### src/sv/plmr_pkg.sv
// Shared types, widths and helpers for the pivot-move bead chain.
package plmr_pkg;

    localparam int COORD_W           = 24;
    localparam int ANGLE_W           = 18;
    localparam int ANGLE_FRAC        = 16;
    localparam int PIVOT_W           = 6;
    localparam int IN_TDATA_W        = 48;
    localparam int OUT_TDATA_W       = 64;
    localparam int DEF_CHAIN_LENGTH  = 6;
    localparam int DEF_FRACTION_BITS = 16;

    // Per-cycle commands shared by every bead cell
    typedef struct packed {
        logic shift;
        logic save;
        logic restore;
    } t_cell_ctl;

    // Reset x of one bead: index in fixed point, clipped to the coordinate range
    function automatic logic signed [COORD_W-1:0] init_x(input int idx, input int fb);
        longint v;
        longint hi;
        hi = (longint'(1) <<< (COORD_W - 1)) - 1;
        v  = longint'(idx) <<< fb;
        if (v > hi) begin
            return COORD_W'(hi);
        end
        return COORD_W'(v);
    endfunction

endpackage

### src/sv/plmr_div.sv
// Division by a fixed divisor through its scaled reciprocal, four partial products accumulated in turn.
module plmr_div
    import plmr_pkg::*;
#(
    parameter int DIVISOR = DEF_CHAIN_LENGTH * DEF_CHAIN_LENGTH
) (
    input  logic        i_clk,
    input  logic        i_rst_n,
    input  logic        i_start,
    input  logic [63:0] i_dividend,
    output logic        o_busy,
    output logic [63:0] o_quot
);

    // Quotients of 2^32 and up saturate, so the rest is under DIVISOR * 2^32 < 2^44;
    // with DIVISOR up to 2^12 a 2^56 scale keeps the truncated product exact
    localparam int          RS    = 56;
    localparam longint      RECIP = ((longint'(1) <<< RS) + longint'(DIVISOR) - 1)
                                    / longint'(DIVISOR);
    localparam logic [53:0] MUL   = 54'(RECIP);
    localparam logic [63:0] LIMIT = 64'(DIVISOR) << 32;

    logic [43:0] r_n;
    logic [97:0] r_acc;
    logic [1:0]  r_step;
    logic        r_busy;
    logic        r_sat;
    logic [21:0] w_a;
    logic [26:0] w_b;
    logic [48:0] w_pp;
    logic [97:0] w_term;

    // Pick the dividend half and reciprocal half for this step
    assign w_a  = r_step[1] ? r_n[43:22] : r_n[21:0];
    assign w_b  = r_step[0] ? MUL[53:27] : MUL[26:0];
    assign w_pp = 49'(w_a) * 49'(w_b);

    // Align the partial product
    always_comb begin
        case (r_step)
            2'd0:    w_term = 98'(w_pp);
            2'd1:    w_term = 98'(w_pp) << 27;
            2'd2:    w_term = 98'(w_pp) << 22;
            default: w_term = 98'(w_pp) << 49;
        endcase
    end

    // Count the steps
    always_ff @(posedge i_clk) begin
        if (!i_rst_n) begin
            r_busy <= 1'b0;
            r_step <= '0;
        end else if (i_start) begin
            r_busy <= 1'b1;
            r_step <= '0;
        end else if (r_busy) begin
            r_step <= r_step + 2'd1;
            if (r_step == 2'd3) begin
                r_busy <= 1'b0;
            end
        end
    end

    // Latch the dividend, then accumulate one partial product per cycle
    always_ff @(posedge i_clk) begin
        if (i_start) begin
            r_n   <= i_dividend[43:0];
            r_sat <= (i_dividend >= LIMIT);
            r_acc <= '0;
        end else if (r_busy) begin
            r_acc <= r_acc + w_term;
        end
    end

    assign o_busy = r_busy;
    assign o_quot = r_sat ? '1 : {32'b0, r_acc[RS+31:RS]};

endmodule

### config.mk
export PLATFORM = sky130hd
export DESIGN_NAME = plmr_div
export DESIGN_NICKNAME = d
export VERILOG_FILES = /design/src/sv/plmr_pkg.sv /design/src/sv/plmr_div.sv
export SDC_FILE = /design/constraint.sdc
export NUM_CORES = 1
export LEC_CHECK = 0
export CAP_MARGIN = 20
export CELL_PAD_IN_SITES_DETAIL_PLACEMENT = 0
export CELL_PAD_IN_SITES_GLOBAL_PLACEMENT = 1
export CORE_ASPECT_RATIO = 0.75
export CORE_MARGIN = 5
export CORE_UTILIZATION = 25
export CTS_CLUSTER_DIAMETER = 30
export DETAILED_ROUTE_END_ITERATION = 6
export DONT_BUFFER_PORTS = 1
export GPL_TIMING_DRIVEN = 0
export MAX_ROUTING_LAYER = met4
export PLACE_DENSITY_LB_ADDON = 0.2
export SLEW_MARGIN = 20
export SYNTH_ARGS = -nofsm -noshare
export SYNTH_HDL_FRONTEND = slang
export SYNTH_SLANG_ARGS = --single-unit
### constraint.sdc
create_clock -name i_clk -period 11.5 [get_ports i_clk]
set_input_delay 0 -clock i_clk [delete_from_list [all_inputs] [get_ports i_clk]]
set_output_delay 0 -clock i_clk [all_outputs]
set_load 0.1 [all_outputs]
After elaboration in Yosys (flattened, before gate mapping)
Cells that the tools add are included.

Register bits: 146. Latch bits: 0. Bits in writable memories: 0. ROM bits: 0. Input port bits: 67. Output and inout port bits: 65. Word-level logic and storage cells: 22. Memories kept: 0.

$add $sub $neg: 2. Multipliers: 1. Divide/modulo/power cells: 0. Order comparisons: 1. Eq/ne operators: 3. Shift operators: 0. Muxes and demuxes: 7. Bitwise gates (word level): 1. Reduce and logical (&&, ||, !) cells: 2.

Operators with widths (count): case mux 98 bit (3 select lines) (1); adder 98 bit (1); greater-or-equal comparator 64 x 38 -> 1 bit, second input constant (1); two-way mux 64 bit (1); multiplier 22 x 27 -> 49 bit (1); two-way mux 27 bit (1); two-way mux 22 bit (1); == test 2 bit, second input constant (2); two-way mux 1 bit (3); adder 2 x 1 -> 2 bit, second input constant (1); == test 2 x 1 -> 1 bit, second input constant (1); logical NOT 2 bit (1); OR reduction 2 bit (1); NOT 1 bit (1).

Logic depth before layout (Yosys ltp)
Gate-level depths: netlist of run 1.

Depth in word-level cells: 4. Depth in mapped cells: 45. Mapped depth without buffers: 41.

Least setup slack after synthesis of run 1
OpenSTA, ideal clock, no wires.

Path kind: register to register. Start: register r_step[1]. End: register r_acc[87]. Setup time: 0.121 ns. Arrival: 10.164 ns. Required time: 11.379 ns. Setup slack: 1.215 ns. Stages on the path, launching flop included: 42. Buffers on the path: 4. Clock period less this slack: 10.285 ns. Cells stage by stage: dfxtp_1 > clkbuf_1 > buf_1 > mux2_2 > nand2_1 > inv_1 > fa_1 > inv_1 > fa_1 > inv_1 > fa_1 > inv_1 > fa_1 > inv_1 > fa_1 > fa_1 > inv_1 > fa_1 > (+6 left out) > o21ai_1 > a31oi_1 > o31ai_1 > mux2i_1 > nor2_1 > a222oi_1 > nor2_1 > ha_1 > clkbuf_1 > nand2_1 > nor2_1 > nand3b_1 > or4_1 > o21ai_2 > a21oi_1 > o31ai_1 > mux2i_1 > mux2_2.

Cells in the longest elaborated chain, start to end: 4. Elaborated cells between the ends (all ways): 7. Those cells by class: 1 x add/sub; 1 x mul; 2 x eq/ne; 2 x mux; 1 x reduce/logical.

Ends and longest elaborated chain: from (decl) (line plmr_div.sv:25) `logic [1:0] r_step;`; from (signal assigned) (line plmr_div.sv:57) `r_step <= r_step + 2'd1;`; two-way mux 22 bit (line plmr_div.sv:34) `assign w_a = r_step[1] ? r_n[43:22] : r_n[21:0];`; multiplier 22 x 27 -> 49 bit (line plmr_div.sv:36) `assign w_pp = 49'(w_a) * 49'(w_b);`; case mux 98 bit (3 select lines) * (line plmr_div.sv:40) `case (r_step)`; adder 98 bit * (line plmr_div.sv:71) `r_acc <= r_acc + w_term;`; to (signal assigned) (line plmr_div.sv:71); to (decl) (line plmr_div.sv:24) `logic [97:0] r_acc;`.

Every way passes the cells marked *; elsewhere a longest branch is shown, timed or not. A chain may end at the register's enable or synchronous reset.

Worst setup path in the final report of run 1
Start: register r_step[1]. End: register r_acc[86].

Same word-level chain as after synthesis.

==> results.json, run 1 <==
{
  "drv_slew": 0,
  "synth_edf_count": 45,
  "finClkSkew_ns": 0.0213,
  "routedWlPerCell_um": 21.5,
  "grt_usage": 0.180,
  "nFillCells": 9187,
  "crit_type": "flop to flop",
  "cts_buffers": 17,
  "critPathMaxStageDelay_ns": 0.68,
  "final.setup.tns_ns": 0,
  "multiInputGateArea_um2": 17000,
  "synth_ff_type": "dfxtp_1",
  "first_iter_violations": 1423,
  "crit_required_ns": 11.87,
  "max_freq_mhz": 90.3,
  "min_period_over_period": 0.963,
  "antenna_found_initial": 5,
  "cts_tree": "done",
  "hold_violations": 0,
  "die_y_um": 265,
  "synthesis.area_um2": 21700,
  "yosysTopAreaCell": "fa_1",
  "grt-ovfl-total": 0,
  "critPathSlowestCell": "xnor2_1",
  "clock_latency_ns": 0.52,
  "slew_headroom": 0.263,
  "dr.pass1.iters": 5,
  "ios": 132,
  "hold_class": "primary input to flop",
  "clkSlewWorstSetupHoldPaths_ns": 0.08,
  "dpl.hpwl_um": 69200,
  "holdWs_ns": 0.117,
  "cts_sinks": 133,
  "critPathBufInv": 9,
  "area.growth.synth_to_final_pct": 15.3,
  "final_cells": 3773,
  "area.sequential_um2": 3110,
  "yosys_warnings": 0,
  "grt_max_degree": 47,
  "status": "complete, no violations",
  "setup_viol": 0,
  "avgSynthCellArea_um2": 8.52,
  "remaining_drc_errors": 0,
  "yosysTopAreaCellShare": 0.225,
  "arrival_ns": 11.45,
  "crit_fanout": 10,
  "numPortBuffers": 0,
  "start_util": 0.252,
  "worstMarginPinSlew_ns": 1.08,
  "rows": 93,
  "cts_buffer_depth": 2,
  "wirelength_um": 81200,
  "grt_pass1_vias": 18368,
  "setup_ws_ns": 0.427,
  "via_per_inst": 4.87,
  "cts-root-buf": "clkbuf_16",
  "synthDistinctLibCells": 73,
  "layout_commonest_cell": "inv_1",
  "synth_nets": 3124,
  "crit_family": "adder cells",
  "maxCapViolations": 0,
  "place_ws_ns": -2.22,
  "synth_seq_cells": 133,
  "synthCells": 2544,
  "layout_common_cells": "399 x inv_1, 258 x ha_1, 238 x fa_1",
  "vias": 18382,
  "htree_levels": 4,
  "async_flop_share": 0,
  "nNetsFinal": 3199,
  "die_area_um2": 92700,
  "drive_above_1_share": 0.0992,
  "die_x_um": 350,
  "period_minus_slack_ns": 11.07,
  "core-area_um2": 85900,
  "routabilityCongestion": 0.925,
  "grt_pass1_wl_um": 120000,
  "rsz0062_at_grt": "yes",
  "place_inst": 3686,
  "crit_path_end_kind": "flop",
  "start_kind": "flop",
  "synthTopCellsByArea": "fa_1 23%, ha_1 16%, dfxtp_1 8.1%",
  "seq_area_frac_synth": 0.144,
  "drt.antenna.violating_nets": 0
}
==> path summary, 6_finish.rpt <==
path / startpoint / endpoint / slack (ns) / cells past startpoint
worst min-delay path: i_dividend[11] / r_n[11] / 0.12 / 1
worst max-delay path: r_step[1] / r_acc[86] / 0.43 / 36
worst max register to register: r_step[1] / r_acc[86] / 0.43 / 36
worst min register to register: r_acc[40] / r_acc[40] / 0.47 / 2
==> state kept, by name (all words and copies together), names as in the netlist <==
signal,count
r_acc,85
r_n,44
r_step,2
o_busy,1
r_sat,1
==> logic make-up after synthesis <==
family | count (synthesis) | synth area share
AOI/OAI and AO/OA | 559 | 0.165
xor gates and xnor gates | 123 | 0.0497
adders and majority gates | 513 | 0.381
buffers and inverters | 532 | 0.0983
DFF | 133 | 0.144
muxes | 63 | 0.0298
and+or+nand+nor | 621 | 0.133
==> worst register-to-register path: cells and delay by family (launching register included) <==
family / cells / cell delay (ns)
AO/OA/AOI/OAI: 8 / 2.03
XOR/XNOR: 2 / 0.90
adder cells (fa/ha/maj): 9 / 4.41
buffers and inverters: 9 / 1.30
flip-flops: 1 / 0.39
multiplexers: 1 / 0.33
AND/OR/NAND/NOR: 7 / 1.61
==> what timing repair did <==
item	in CTS	in global routing
setup endpoints to repair	51	36
endpoints found under the hold margin	94	0
buffers inserted	6	4
pin swaps	5	10
hold buffers	50	0
gates cloned	0	0
resized for setup	64	84
==> metal layers <==
metal,track usage,share of wire,vias up,routed length (um)
met3,0.0445,0.072,40,5890
met5,-,0,-,0
met1,0.285,0.54,9160,43700
met2,0.226,0.38,481,30800
li1,-,-,8701,-
met4,0.0319,0.0099,0,802
==> cell usage after synthesis, types with 21 or more instances <==
cell      number
buf_4         32
nor2_1       186
ha_1         269
a21oi_1      181
o21bai_1      21
a21o_1        62
xnor2_1       66
nand4_1       43
nand2_1      206
xor2_1        57
nand3_1       24
o21ai_0      113
and2_1        30
or2_2         38
dfxtp_1       88
clkbuf_1      81
edfxtp_1      45
mux2i_1       51
fa_1         244
inv_1        400
==> metrics by stage <==
stage               utilization  instance area, um2
detailed placement        0.269               23100
CTS                       0.286               24600
floorplan                     -               21700
finish                    0.291               25000
global placement          0.269               23100
global route              0.291               25000
==> area by class of cell <==
type	instances	share of cell area
clock inverters	14	0.00781
well taps	1140	0.0571
plain buffers	126	0.0269
diodes	1	0.000100
repair buffers	62	0.0249
flip-flops and latches	133	0.125
clock buffers	18	0.0172
multi-input cells	1879	0.681
inverters	400	0.0603
Power of run 1 is left out: the tool's default activity adds up to more than one toggle a clock period on the data nets, which glitch-free logic cannot reach.
==> run 2, diff against run 1 <==
==> constraint.sdc (replaced) <==
create_clock -name i_clk -period 9.15 [get_ports i_clk]
set_input_delay 0 -clock i_clk [delete_from_list [all_inputs] [get_ports i_clk]]
set_output_delay 0 -clock i_clk [all_outputs]
set_load 0.1 [all_outputs]
==> run 2 against run 1 <==
Net effect:
- the flow now finishes with violations (negative setup slack)
- clock skew down 0.0049 ns
- clock-buffer cell count up 2
- register-to-register slack worse by 1.7 ns
- first-iteration DRC count down 1.5%
- sequential share of layout area down 1.6 points
- via count up 4.4%
- setup slack worse by 1.7 ns
- highest routed layer unchanged
==> results.json, run 2 (synthesized netlist as in run 1, its figures left out) <==
{
  "postLayoutCellArea_um2": 28700,
  "dr_wl_met3_um": 4820,
  "place_area_um2": 23400,
  "area.growth.synth_to_final_pct": 32.7,
  "final.setup.tns_ns": -39.70,
  "rows": 93,
  "cts_tree": "done",
  "drt.antenna.violating_nets": 0,
  "crit_type": "flop to flop",
  "layout_common_cells": "350 x inv_1, 223 x ha_1, 207 x fa_1",
  "wl_met2_um": 34900,
  "hold_class": "primary input to flop",
  "grt_pass1_vias": 19131,
  "drv_slew": 0,
  "crit_end": "r_acc[87]",
  "dr.pass1.iters": 6,
  "status": "finished, violations left",
  "crit_required_ns": 9.55,
  "r2r_setup_slack_ns": -1.25,
  "hold_violations": 0,
  "wl_met1_um": 44900,
  "crit_path_end_kind": "flop",
  "r2r_end": "r_acc[87]",
  "htree_levels": 4,
  "remaining_drc_errors": 0,
  "routedWlPerCell_um": 21.7,
  "arrival_ns": 10.80,
  "rsz0062_at_grt": "yes",
  "die_y_um": 265,
  "cts_sinks": 133,
  "top_layer": "met4",
  "clock_latency_ns": 0.51,
  "clkSlewWorstSetupHoldPaths_ns": 0.08,
  "failed_checks": "negative setup slack",
  "core-area_um2": 85900,
  "via_per_inst": 4.87,
  "ios": 132,
  "grt_max_degree": 47,
  "grt-ovfl-total": 0,
  "period_minus_slack_ns": 10.40,
  "cts_buffers": 17,
  "reg.largest.list": "r_acc: 85 flops, r_n: 44 flops, r_step: 2 flops",
  "numPortBuffers": 0,
  "max_freq_mhz": 96.2,
  "cts-root-buf": "clkbuf_16",
  "start_kind": "flop",
  "die_x_um": 350,
  "die_area_um2": 92700,
  "reg2reg_depth": 37,
  "nNetsFinal": 3367,
  "wirelength_um": 85600,
  "crit_start": "r_step[1]",
  "reg2reg_from": "r_step[1]",
  "grt_pass1_wl_um": 125000,
  "drive_above_1_share": 0.278,
  "top_register": "r_acc",
  "first_iter_violations": 1402,
  "crit_fanout": 8,
  "slew_headroom": 0.220,
  "grt_usage": 0.187,
  "setup_ws_ns": -1.25,
  "cts_buffer_depth": 2,
  "place_ws_ns": -3.64,
  "dpl.hpwl_um": 69400,
  "worstMarginPinSlew_ns": 1.15,
  "cp_common_cell": "fa_1",
  "largest_register_ffs": 85,
  "min_period_over_period": 1.14,
  "layout_commonest_cell": "inv_1",
  "routabilityCongestion": 0.919,
  "antenna_found_initial": 1,
  "vias": 19196,
  "critPathSlowestCell": "fa_2",
  "start_util": 0.252,
  "critPathMaxStageDelay_ns": 0.65,
  "setup_viol": 55,
  "finClkSkew_ns": 0.0164,
  "maxCapViolations": 0
}
[run 2: layout make-up]
| class | count | area, um2 |
|---|---|---|
| clock inverter | 12 | 144 |
| timing repair buffer | 236 | 2180 |
| tap | 1140 | 1430 |
| antenna | 2 | 5.00 |
| inverter | 400 | 1510 |
| buffer | 120 | 709 |
| multi-input combinational | 1879 | 19200 |
| clock buffer | 20 | 468 |
| fill | 8971 | 57100 |
| sequential | 133 | 3120 |
[run 2: worst max-delay path, delay by kind of cell (launching register included)]
kind                     cells  cell delay, ns
buffers and inverters        7            0.85
AO/OA/AOI/OAI                8            1.75
adder cells (fa/ha/maj)      9            4.37
flip-flops                   1            0.33
AND/OR/NAND/NOR              9            1.67
multiplexers                 4            1.23
[run 2: routing by layer]
| layer | vias to the layer above | global-route usage |
|---|---|---|
| met5 | - | - |
| met4 | 0 | 0.0304 |
| met3 | 59 | 0.0395 |
| met2 | 488 | 0.255 |
| met1 | 9639 | 0.286 |
| li1 | 9010 | - |
[run 2: timing repair]
action,4_1_cts,5_1_grt
endpoints found under the setup margin,72,68
gates cloned,2,0
pin swaps,115,151
hold endpoints to repair,94,0
resized for setup,345,299
hold buffers,50,0
setup buffers,98,88
[run 2: worst min path at each step]
stage	start	end	slack (ns)	cells past startpoint
global route	i_start	r_acc[28]	0.08	2
finish	i_start	r_acc[28]	0.07	2
floorplan	i_dividend[0]	r_n[0]	0.1	0
global placement	i_dividend[24]	r_n[24]	0.1	0
CTS	i_dividend[4]	r_n[4]	0.05	1
detailed placement	i_dividend[24]	r_n[24]	0.1	0
[run 2: stage by stage]
stage | hold slack (ns) | utilization | instances
2_1_floorplan | 0.0989 | - | 2544
3_3_place_gp | 0.0989 | 0.272 | 3684
3_5_place_dp | 0.0989 | 0.273 | 3686
4_1_cts | 0.0514 | 0.312 | 3862
5_1_grt | 0.0821 | 0.335 | 3941
6_report | 0.0717 | 0.335 | 3942
Power of run 2 is left out for the same reason.
