## src/sv/plmr_pkg.sv

```systemverilog
// Shared types, widths and helpers for the pivot-move bead chain.
package plmr_pkg;

    localparam int COORD_W           = 24;
    localparam int ANGLE_W           = 18;
    localparam int ANGLE_FRAC        = 16;
    localparam int PIVOT_W           = 6;
    localparam int IN_TDATA_W        = 48;
    localparam int OUT_TDATA_W       = 64;
    localparam int DEF_CHAIN_LENGTH  = 6;
    localparam int DEF_FRACTION_BITS = 16;

    // Per-cycle commands shared by every bead cell
    typedef struct packed {
        logic shift;
        logic save;
        logic restore;
    } t_cell_ctl;

    // Reset x of one bead: index in fixed point, clipped to the coordinate range
    function automatic logic signed [COORD_W-1:0] init_x(input int idx, input int fb);
        longint v;
        longint hi;
        hi = (longint'(1) <<< (COORD_W - 1)) - 1;
        v  = longint'(idx) <<< fb;
        if (v > hi) begin
            return COORD_W'(hi);
        end
        return COORD_W'(v);
    endfunction

endpackage

```

## src/sv/plmr_cell.sv

```systemverilog
// One bead cell: live coordinates, a backup copy, and the link to its neighbor.
module plmr_cell
    import plmr_pkg::*;
#(
    parameter logic signed [COORD_W-1:0] INIT_X = '0
) (
    input  logic                      i_clk,
    input  logic                      i_rst_n,
    input  t_cell_ctl                 i_ctl,
    input  logic signed [COORD_W-1:0] i_x,
    input  logic signed [COORD_W-1:0] i_y,
    output logic signed [COORD_W-1:0] o_x,
    output logic signed [COORD_W-1:0] o_y
);

    logic signed [COORD_W-1:0] r_x;
    logic signed [COORD_W-1:0] r_y;
    logic signed [COORD_W-1:0] r_bx;
    logic signed [COORD_W-1:0] r_by;

    // Restore from backup, or take the neighbor's bead on a shift
    always_ff @(posedge i_clk) begin
        if (!i_rst_n) begin
            r_x <= INIT_X;
            r_y <= '0;
        end else if (i_ctl.restore) begin
            r_x <= r_bx;
            r_y <= r_by;
        end else if (i_ctl.shift) begin
            r_x <= i_x;
            r_y <= i_y;
        end
    end

    // Snapshot the bead at the start of a move
    always_ff @(posedge i_clk) begin
        if (i_ctl.save) begin
            r_bx <= r_x;
            r_by <= r_y;
        end
    end

    assign o_x = r_x;
    assign o_y = r_y;

endmodule

```

## config.mk

```make
export PLATFORM = sky130hd
export DESIGN_NAME = plmr_cell
export DESIGN_NICKNAME = d
export VERILOG_FILES = /design/src/sv/plmr_pkg.sv /design/src/sv/plmr_cell.sv
export SDC_FILE = /design/constraint.sdc
export NUM_CORES = 1
export LEC_CHECK = 0
export BUFFER_PORTS_ARGS = -buffer_cell sky130_fd_sc_hd__buf_4
export CORE_ASPECT_RATIO = 2
export CORE_MARGIN = 5
export CORE_UTILIZATION = 40
export DETAILED_ROUTE_END_ITERATION = 8
export MAX_ROUTING_LAYER = met4
export PLACE_DENSITY = 0.59
export SYNTH_ARGS = -nofsm -noshare
export SYNTH_HDL_FRONTEND = slang
export SYNTH_SLANG_ARGS = --single-unit
```

## constraint.sdc

```tcl
create_clock -name i_clk -period 1.09 [get_ports i_clk]
set_input_delay 0.109 -clock i_clk [delete_from_list [all_inputs] [get_ports i_clk]]
set_output_delay 0.109 -clock i_clk [all_outputs]
set_load 0.02 [all_outputs]
```

; Word level (Yosys, flattened, before mapping)
; Cells that the tools add are included.
[word_totals]
elab_cells = 9
out_inout_bits = 48
ff_bits = 96
[op_classes]
n_reduce_logical = 1
muxes = 4
[ops]
columns = cell, count
row1 = two-way mux 24 bit, 4
row2 = nonzero test 2 bit, 1

; Logic depth before layout (Yosys ltp)
; Gate-level depths: netlist of run 1.
[logic_depth]
ltp_word = 2
mapped_depth = 4
mapped_depth_nobuf = 2

; Worst setup path before layout of run 1
; Ideal clock, no wire load.
[synth_path]
path_kind = input -> register
from = input i_ctl[2] in the netlist's numbering
to = register r_x[0] (netlist: o_x[0])
n_path_buf = 2
setup_slack_ns = 0.094
arrival_ns = 0.879
path_stages = 4
cell_sequence = buf_6 -> buf_6 -> mux2_4 -> o211a_1
[synth_via]
elab_chain_len = 1
[synth_lines]
columns = item, line
row1 = start: declaration, plmr_cell.sv:9  ; input t_cell_ctl i_ctl,
row2 = nonzero test 2 bit (no line), n/a
row3 = end signal: assignment, plmr_cell.sv:27  ; r_x <= r_bx;
row4 = end signal: assignment, plmr_cell.sv:30  ; r_x <= i_x;
row5 = end: declaration, plmr_cell.sv:16  ; logic signed [COORD_W-1:0] r_x;
; Every way passes these cells.
; A chain may end at the register's enable or synchronous reset.

; Worst setup path in the final report of run 1
[layout_path]
from = register r_x[4] (netlist: o_x[4])
to = output o_x[4]
[layout_rtl]
columns = item, line
row1 = end: declaration, plmr_cell.sv:12  ; output logic signed [COORD_W-1:0] o_x,
; No word-level cell between the ends.

==> results_dict.tcl, run 1 <==
set metrics [dict create \
    status "completed" \
    clk_pin_slew_ns 0.06 \
    grt_max_degree 49 \
    cts_inserted_buffers 9 \
    reg2reg_to "o_x[14]" \
    synth_cell_types 9 \
    syn_to_final_growth_pct 33.9 \
    p_comb_frac 0.139 \
    drive_gt1_frac 0.466 \
    final_max_slew_viol_count 0 \
    holdBufCountCts 0 \
    whs_ns 0.122 \
    ys_warn_count 0 \
    initial_core_util 0.405 \
    skew_ns 0.00751 \
    crit_family "flip-flops" \
    cts_root_buffer "clkbuf_16" \
    fp.dieH_um 150 \
    start_kind "register" \
    crit_arrival_ns 0.89 \
    endpoint_kind "output pin" \
    vias_per_cell 4.83 \
    p_switching_mw 1.87 \
    crit_path_max_fanout 3 \
    critical_path_required_ns 0.98 \
    ios 101 \
    r2r_cells 2 \
    yosys-top-cells-area "edfxtp_1, dfxtp_1, o211a_1, mux2_2, mux2_4" \
    ir_worst_vdd_v 0.00131 \
    ys_seq_area_frac 0.615 \
    worst-r2r-setup-slack_ns 0.17 \
    grt-ovfl-total 0 \
    final_util 0.543 \
    grt_pass1_wl_mm 12.7 \
    synthMuxAreaShare 0.158 \
    post-cts-setup-buffers 0 \
    grt.total_usage 0.143 \
    power.density_nw_per_um2 1650 \
    syn_area_per_cell_um2 15.0 \
    syn_inst 260 \
    rows 51 \
    routed_wl_mm 8.00 \
    intPower_mw 6.77 \
    io_buffers 100 \
    worstPathBufferInverterCount 1 \
    insertedDiodeCount 0 \
    power_frac_clock 0.374 \
    nets 415 \
    syn-num-nets 313 \
    ant_nets 0 \
    drt_pre_antenna_iters 4 \
    syn_area_um2 3910 \
    fmax_ghz 1.00 \
    crit_chain "buf_4" \
    synth-xor-area-share 0 \
    clk_path_buf_depth 2 \
    routabilityCongestion 0.700 \
    dieArea_um2 12000 \
    htree_levels 3 \
    setup_violations 0 \
    p_leak_nw 2.55 \
    critPathMaxStageDelay_ns 0.39 \
    switching_share 0.216 \
    p_seq_frac 0.488 \
    ys_seq_elements 96 \
    rr_startpoint "o_x[14]" \
    dpl.hpwl_mm 5.44 \
    hold_path_class "in -> reg" \
    wl_per_cell_um 16.0 \
    max_cap_viol_count 0 \
    num_vias 2411 \
    min_from "i_y[19]" \
    yosysTopAreaCell "edfxtp_1" \
    ctsResizeCount 0 \
    final.period_utilization 0.918 \
    slowest_stage "dfxtp_1" \
    period_needed_ns 1.00 \
    cts_sinks 96 \
    synth_compound_area_frac 0.123 \
    grt_pass1_vias 2487 \
    synthAdderAreaFrac 0 \
    yosys.area.top_type_share 0.369 \
    core_um2 9640 \
    tightest_slew_ns 0.227 \
    synth_top_family_by_area "multiplexers" \
    rsz0062_at_grt "no" \
    yosys.area_share.simple 0.0769 \
    clkLatencyLatePin_ns 0.33 \
    die_x_um 79.9 \
    drtIter0Drc 159 \
    crit_type "reg -> out" \
    cts_tree "done" \
    antenna_found_initial 0 \
    hold_viol 0 \
    hold_depth 3 \
    drc_errors 0 \
    hold_path_end "o_y[19]" \
    maxSlewHeadroom 0.848 \
]
## per-layer routing
layer  track usage  wire length [µm]  part of all wire  up-vias
li1              -                 -                 -     1174
met1         0.165              3290              0.41     1170
met2         0.243              4210              0.53       59
met3        0.0319               384             0.048        8
met5             -                 0                 0        -
met4        0.0508               125             0.016        0
## power by group through the flow
stage / Combinational (mW) / Sequential, mW / Clock, mW
after floorplan: 0.506 / 4.42 / 0
after detailed placement: 1.22 / 4.29 / 0
after CTS: 1.22 / 4.22 / 3.34
after global placement: 1.21 / 4.29 / 0
final: 1.20 / 4.21 / 3.23
after global routing: 1.29 / 4.24 / 3.48
## worst max path at each step
| stage | slack, ns | startpoint | cells after the start | endpoint |
|---|---|---|---|---|
| 2_1_floorplan | 0.09 | i_ctl[2] | 4 | o_x[0] |
| 3_3_place_gp | -0.02 | i_ctl[2] | 4 | o_y[17] |
| 3_5_place_dp | -0.04 | i_ctl[2] | 4 | o_y[17] |
| 4_1_cts | 0.05 | o_x[4] | 1 | o_x[4] |
| 5_1_grt | 0.04 | o_x[4] | 1 | o_x[4] |
| 6_report | 0.09 | o_x[4] | 1 | o_x[4] |
## stage by stage
stage          total power [mW]  cells  TNS [ns]  setup slack, ns  instance area, µm²
2_1_floorplan              4.93    260         0           0.0944                3910
3_3_place_gp               5.50    483    -0.207          -0.0187                4920
3_5_place_dp               5.51    483    -0.612          -0.0386                4920
4_1_cts                    8.78    499         0           0.0500                5230
5_1_grt                    9.02    499         0           0.0364                5230
6_report                   8.64    499         0           0.0895                5230
## cells by family after synthesis
kind of cell           count (synthesis)
AOI/OAI and AO/OA                     48
DFF                                   96
buffers and inverters                 20
muxes                                 48
and+or+nand+nor                       48
## cell usage in the layout (no fill, tap or decap), drive strengths merged
cell / instances
buf: 111
bufinv: 2
clkbuf: 13
clkinvlp: 1
dfxtp: 48
edfxtp: 48
mux2: 48
nand2b: 48
o211a: 48
## worst reg2reg max path, delay by kind of cell (launching register included)
kind | cells | cell delay (ns)
flip-flops | 1 | 0.34
AO/OA/AOI/OAI | 1 | 0.20
multiplexers | 1 | 0.28
## sequential cells by signal, summed over array words and instances, names as in the netlist
name / flops
o_x: 24
o_y: 24
r_bx: 24
r_by: 24
## synthesized netlist by cell type
cell      number
clkbuf_1       9
mux2_4        20
nand2b_1      48
o211a_1       48
mux2_2        28
dfxtp_1       48
buf_2          8
edfxtp_1      48
buf_6          3
## cell type report
type / instances / area, µm²
Sequential cell: 96 / 2400
Tap cell: 132 / 165
Timing Repair Buffer: 111 / 958
Clock inverter: 3 / 67.6
Fill cell: 827 / 4410
Multi-Input combinational cell: 144 / 1400
Clock buffer: 13 / 240
No activity file was read; power rests on OpenSTA's default activity.
==> run 2, diff against run 1 <==
--- a/config.mk
+++ b/config.mk
@@ -11,7 +11,6 @@
 export CORE_UTILIZATION = 40
 export DETAILED_ROUTE_END_ITERATION = 8
 export MAX_ROUTING_LAYER = met4
-export PLACE_DENSITY = 0.59
 export SYNTH_ARGS = -nofsm -noshare
 export SYNTH_HDL_FRONTEND = slang
 export SYNTH_SLANG_ARGS = --single-unit
==> run 2 against run 1 <==
Compared with the run above:
- clock power rose by 6%
- sequential power barely moved
- register-to-register slack barely moved
- die area did not move
- setup slack got worse by 0.0031 ns
- global-route usage rose by 0.58 points
- routed wire length rose by 3.1%
- critical path depth did not move
- design area barely moved
==> results_dict.tcl, run 2 (synthesis gave the netlist of run 1 again) <==
set metrics [dict create \
    holdBufCountCts 0 \
    hold_viol 0 \
    dpl.hpwl_mm 5.51 \
    routabilityCongestion 0.694 \
    crit_family "flip-flops" \
    slowest_stage "dfxtp_1" \
    antenna_found_initial 0 \
    rsz0062_at_grt "no" \
    die_x_um 79.9 \
    start_kind "register" \
    htree_levels 3 \
    p_comb_frac 0.135 \
    cts_root_buffer "clkbuf_16" \
    crit_path_max_fanout 3 \
    clkLatencyLatePin_ns 0.34 \
    worst-r2r-setup-slack_ns 0.18 \
    critPathMaxStageDelay_ns 0.39 \
    cts_tree "done" \
    grt_pass1_vias 2485 \
    skew_ns 0.00673 \
    worstPathBufferInverterCount 1 \
    status "completed" \
    hold_depth 2 \
    insertedDiodeCount 0 \
    routed_wl_mm 8.25 \
    p_seq_frac 0.477 \
    ios 101 \
    nets 414 \
    grt_max_degree 39 \
    io_buffers 100 \
    drc_errors 0 \
    dieArea_um2 12000 \
    syn_to_final_growth_pct 34.0 \
    ir_worst_vdd_v 0.000942 \
    hold_path_class "in -> reg" \
    wl_per_cell_um 16.6 \
    crit_arrival_ns 0.89 \
    crit_chain "buf_4" \
    clk_path_buf_depth 2 \
    ctsResizeCount 0 \
    period_needed_ns 1.00 \
    crit_type "reg -> out" \
    final_cell_mix "buf_4, nand2b_1, o211a_1, dfxtp_1, edfxtp_1" \
    maxSlewHeadroom 0.844 \
    tightest_slew_ns 0.234 \
    placedCellCount 482 \
    min_from "i_rst_n" \
    fmax_ghz 0.996 \
    drive_gt1_frac 0.475 \
    grt-ovfl-total 0 \
    intPower_mw 6.83 \
    drtIter0Drc 167 \
    power.density_nw_per_um2 1690 \
    power_frac_clock 0.387 \
    core_um2 9640 \
    grt.total_usage 0.149 \
    clk_pin_slew_ns 0.06 \
    switching_share 0.226 \
    critical_path_required_ns 0.98 \
    num_vias 2401 \
    hold_path_end "o_x[18]" \
    cts_inserted_buffers 9 \
    fp.dieH_um 150 \
    ant_nets 0 \
    reg2reg_to "o_x[3]" \
    vias_per_cell 4.82 \
    final.period_utilization 0.921 \
    stdcell_count 498 \
    rows 51 \
    p_leak_nw 2.55 \
    max_cap_viol_count 0 \
    final_common_cell "buf_4" \
    setup_violations 0 \
    whs_ns 0.108 \
    drt_pre_antenna_iters 4 \
    grt_pass1_wl_mm 13.1 \
    r2r_cells 2 \
    p_switching_mw 1.99 \
    initial_core_util 0.405 \
    rr_startpoint "o_x[3]" \
    cts_sinks 96 \
    endpoint_kind "output pin" \
    final_max_slew_viol_count 0 \
    post-cts-setup-buffers 0 \
]
## run 2: layout make-up
| type | instances | area [µm²] |
|---|---|---|
| Fill cell | 837 | 4400 |
| Sequential cell | 96 | 2400 |
| Multi-Input combinational cell | 144 | 1400 |
| Timing Repair Buffer | 110 | 938 |
| Clock buffer | 10 | 239 |
| Tap cell | 132 | 165 |
| Clock inverter | 6 | 92.6 |
## run 2: routing by layer
layer  vias up  track usage  wire (µm)
met1      1170        0.178       3380
li1       1165            -          -
met3         9       0.0367        460
met4         0       0.0609        131
met5         -            -          0
met2        57        0.239       4280
## run 2: stage by stage
stage / utilization / area (µm²) / total power, mW / setup TNS, ns / setup slack, ns
3_5_place_dp: 0.509 / 4900 / 5.50 / -0.362 / -0.0301
3_3_place_gp: 0.509 / 4900 / 5.48 / -0.123 / -0.0156
2_1_floorplan: - / 3910 / 4.93 / 0 / 0.0944
6_report: 0.543 / 5230 / 8.82 / 0 / 0.0864
5_1_grt: 0.543 / 5230 / 9.21 / 0 / 0.0319
4_1_cts: 0.543 / 5230 / 8.95 / 0 / 0.0647
## run 2: how the worst max path moves through the flow
stage                     startpoint       to  cells after the start
after floorplan             i_ctl[2]   o_x[0]                      4
after global routing         o_y[23]  o_y[23]                      1
after global placement      i_ctl[2]   o_y[6]                      4
after CTS                    o_y[16]  o_y[16]                      1
after detailed placement    i_ctl[2]  o_y[11]                      4
final                        o_y[16]  o_y[16]                      1
## run 2: power by group through the flow
stage / sequential, mW / combinational, mW / clock [mW]
global route: 4.24 / 1.28 / 3.69
CTS: 4.22 / 1.22 / 3.52
global placement: 4.28 / 1.20 / 0
detailed placement: 4.29 / 1.21 / 0
finish: 4.21 / 1.19 / 3.41
floorplan: 4.42 / 0.506 / 0
==> run 3, diff against run 2 <==
--- a/config.mk
+++ b/config.mk
@@ -6,11 +6,14 @@
 export NUM_CORES = 1
 export LEC_CHECK = 0
 export BUFFER_PORTS_ARGS = -buffer_cell sky130_fd_sc_hd__buf_4
+export CELL_PAD_IN_SITES_DETAIL_PLACEMENT = 0
+export CELL_PAD_IN_SITES_GLOBAL_PLACEMENT = 1
 export CORE_ASPECT_RATIO = 2
 export CORE_MARGIN = 5
 export CORE_UTILIZATION = 40
 export DETAILED_ROUTE_END_ITERATION = 8
 export MAX_ROUTING_LAYER = met4
+export PLACE_DENSITY_LB_ADDON = 0.1
 export SYNTH_ARGS = -nofsm -noshare
 export SYNTH_HDL_FRONTEND = slang
 export SYNTH_SLANG_ARGS = --single-unit
==> run 3 against run 2 <==
Compared with the run above:
- worst hold slack improved by 0.0043 ns
- setup slack got worse by 0.016 ns
- die area did not move
- clock skew fell by 0.0011 ns
- final cell count did not move
- first-iteration DRC count fell by 26%
- register-to-register slack barely moved
- combinational power barely moved
- design area rose by 0.50%
- routed wire length rose by 1.1%
- non-clock buffer count did not move
- critical path type unchanged
==> results_dict.tcl, run 3 (synthesis gave the netlist of run 1 again) <==
set metrics [dict create \
    drt_pre_antenna_iters 4 \
    ios 101 \
    cts_sinks 96 \
    worstPathBufferInverterCount 1 \
    setup_tns_ns 0 \
    io_buffers 100 \
    final_max_slew_viol_count 0 \
    min_from "i_y[6]" \
    period_needed_ns 1.02 \
    rsz0062_at_grt "no" \
    clk_pin_slew_ns 0.07 \
    setup_violations 0 \
    routed_wl_mm 8.34 \
    dpl.hpwl_mm 5.65 \
    maxSlewHeadroom 0.849 \
    max_cap_viol_count 0 \
    wl_per_cell_um 16.7 \
    grt_pass1_wl_mm 13.0 \
    critPathMaxStageDelay_ns 0.40 \
    grt_pass1_vias 2530 \
    p_leak_nw 2.56 \
    grt-ovfl-total 0 \
    setup.worst_path.start "o_x[6]" \
    cts_root_buffer "clkbuf_16" \
    fin_area_um2 5260 \
    syn_to_final_growth_pct 34.7 \
    routabilityCongestion 0.685 \
    drc_errors 0 \
    drtIter0Drc 124 \
    start_kind "register" \
    cts_tree "done" \
    endpoint_kind "output pin" \
    crit_path_max_fanout 3 \
    post-cts-setup-buffers 0 \
    nets 414 \
    fp.dieH_um 150 \
    power.density_nw_per_um2 1710 \
    dpl_cell_area_um2 4910 \
    hold_viol 0 \
    antenna_found_initial 0 \
    final_common_cell "buf_4" \
    ctsResizeCount 0 \
    initial_core_util 0.405 \
    htree_levels 3 \
    cts_inserted_buffers 9 \
    clk_path_buf_depth 2 \
    drive_gt1_frac 0.473 \
    hold_path_class "in -> reg" \
    dieArea_um2 12000 \
    crit_chain "buf_4" \
    grt_max_degree 31 \
    slowest_stage "dfxtp_1" \
    vias_per_cell 4.89 \
    stdcell_count 498 \
    crit_arrival_ns 0.91 \
    critical_path_required_ns 0.98 \
    clkLatencyLatePin_ns 0.34 \
    crit_type "reg -> out" \
    fmax_ghz 0.980 \
    placedCellCount 482 \
    crit_family "flip-flops" \
    holdBufCountCts 0 \
    num_vias 2436 \
    status "completed" \
    ant_nets 0 \
    final.period_utilization 0.936 \
    whs_ns 0.113 \
    rr_startpoint "o_x[6]" \
    die_x_um 79.9 \
    grt.total_usage 0.148 \
    final_cell_mix "buf_4, nand2b_1, o211a_1, dfxtp_1, edfxtp_1" \
    tightest_slew_ns 0.226 \
    core_um2 9640 \
    ir_worst_vdd_v 0.000993 \
    insertedDiodeCount 0 \
    fin_total_pwr_mw 9.00 \
    rows 51 \
    skew_ns 0.00564 \
]
## run 3: layout make-up
class / count / area, µm²
fillers: 861 / 4380
flip-flops and latches: 96 / 2400
multi-input cells: 144 / 1400
repair buffers: 110 / 951
clock buffers: 10 / 239
well taps: 132 / 165
clock inverters: 6 / 106
## run 3: path summary, 6_finish.rpt
| check | endpoint | slack [ns] | cells past startpoint |
|---|---|---|---|
| setup / recovery | o_x[6] | 0.07 | 1 |
| hold / removal | o_y[6] | 0.11 | 3 |
| setup reg to reg | o_x[6] | 0.17 | 2 |
| hold reg to reg | r_by[9] | 0.45 | 0 |
## run 3: stage by stage
stage          worst slack [ns]  utilization
3_5_place_dp            -0.0315        0.510
2_1_floorplan            0.0944            -
5_1_grt                  0.0315        0.546
6_report                 0.0701        0.546
3_3_place_gp           -0.00585        0.510
4_1_cts                  0.0513        0.546
## run 3: routing by layer
metal	track usage	part of all wire	up-vias
li1	-	-	1170
met1	0.171	0.41	1186
met2	0.243	0.52	69
met3	0.0373	0.053	11
met4	0.0584	0.017	0
met5	-	0	-
## run 3: power by group
part	switching (mW)	internal [mW]
Clock	1.29	2.29
Sequential	0.131	4.08
Combinational	0.528	0.673
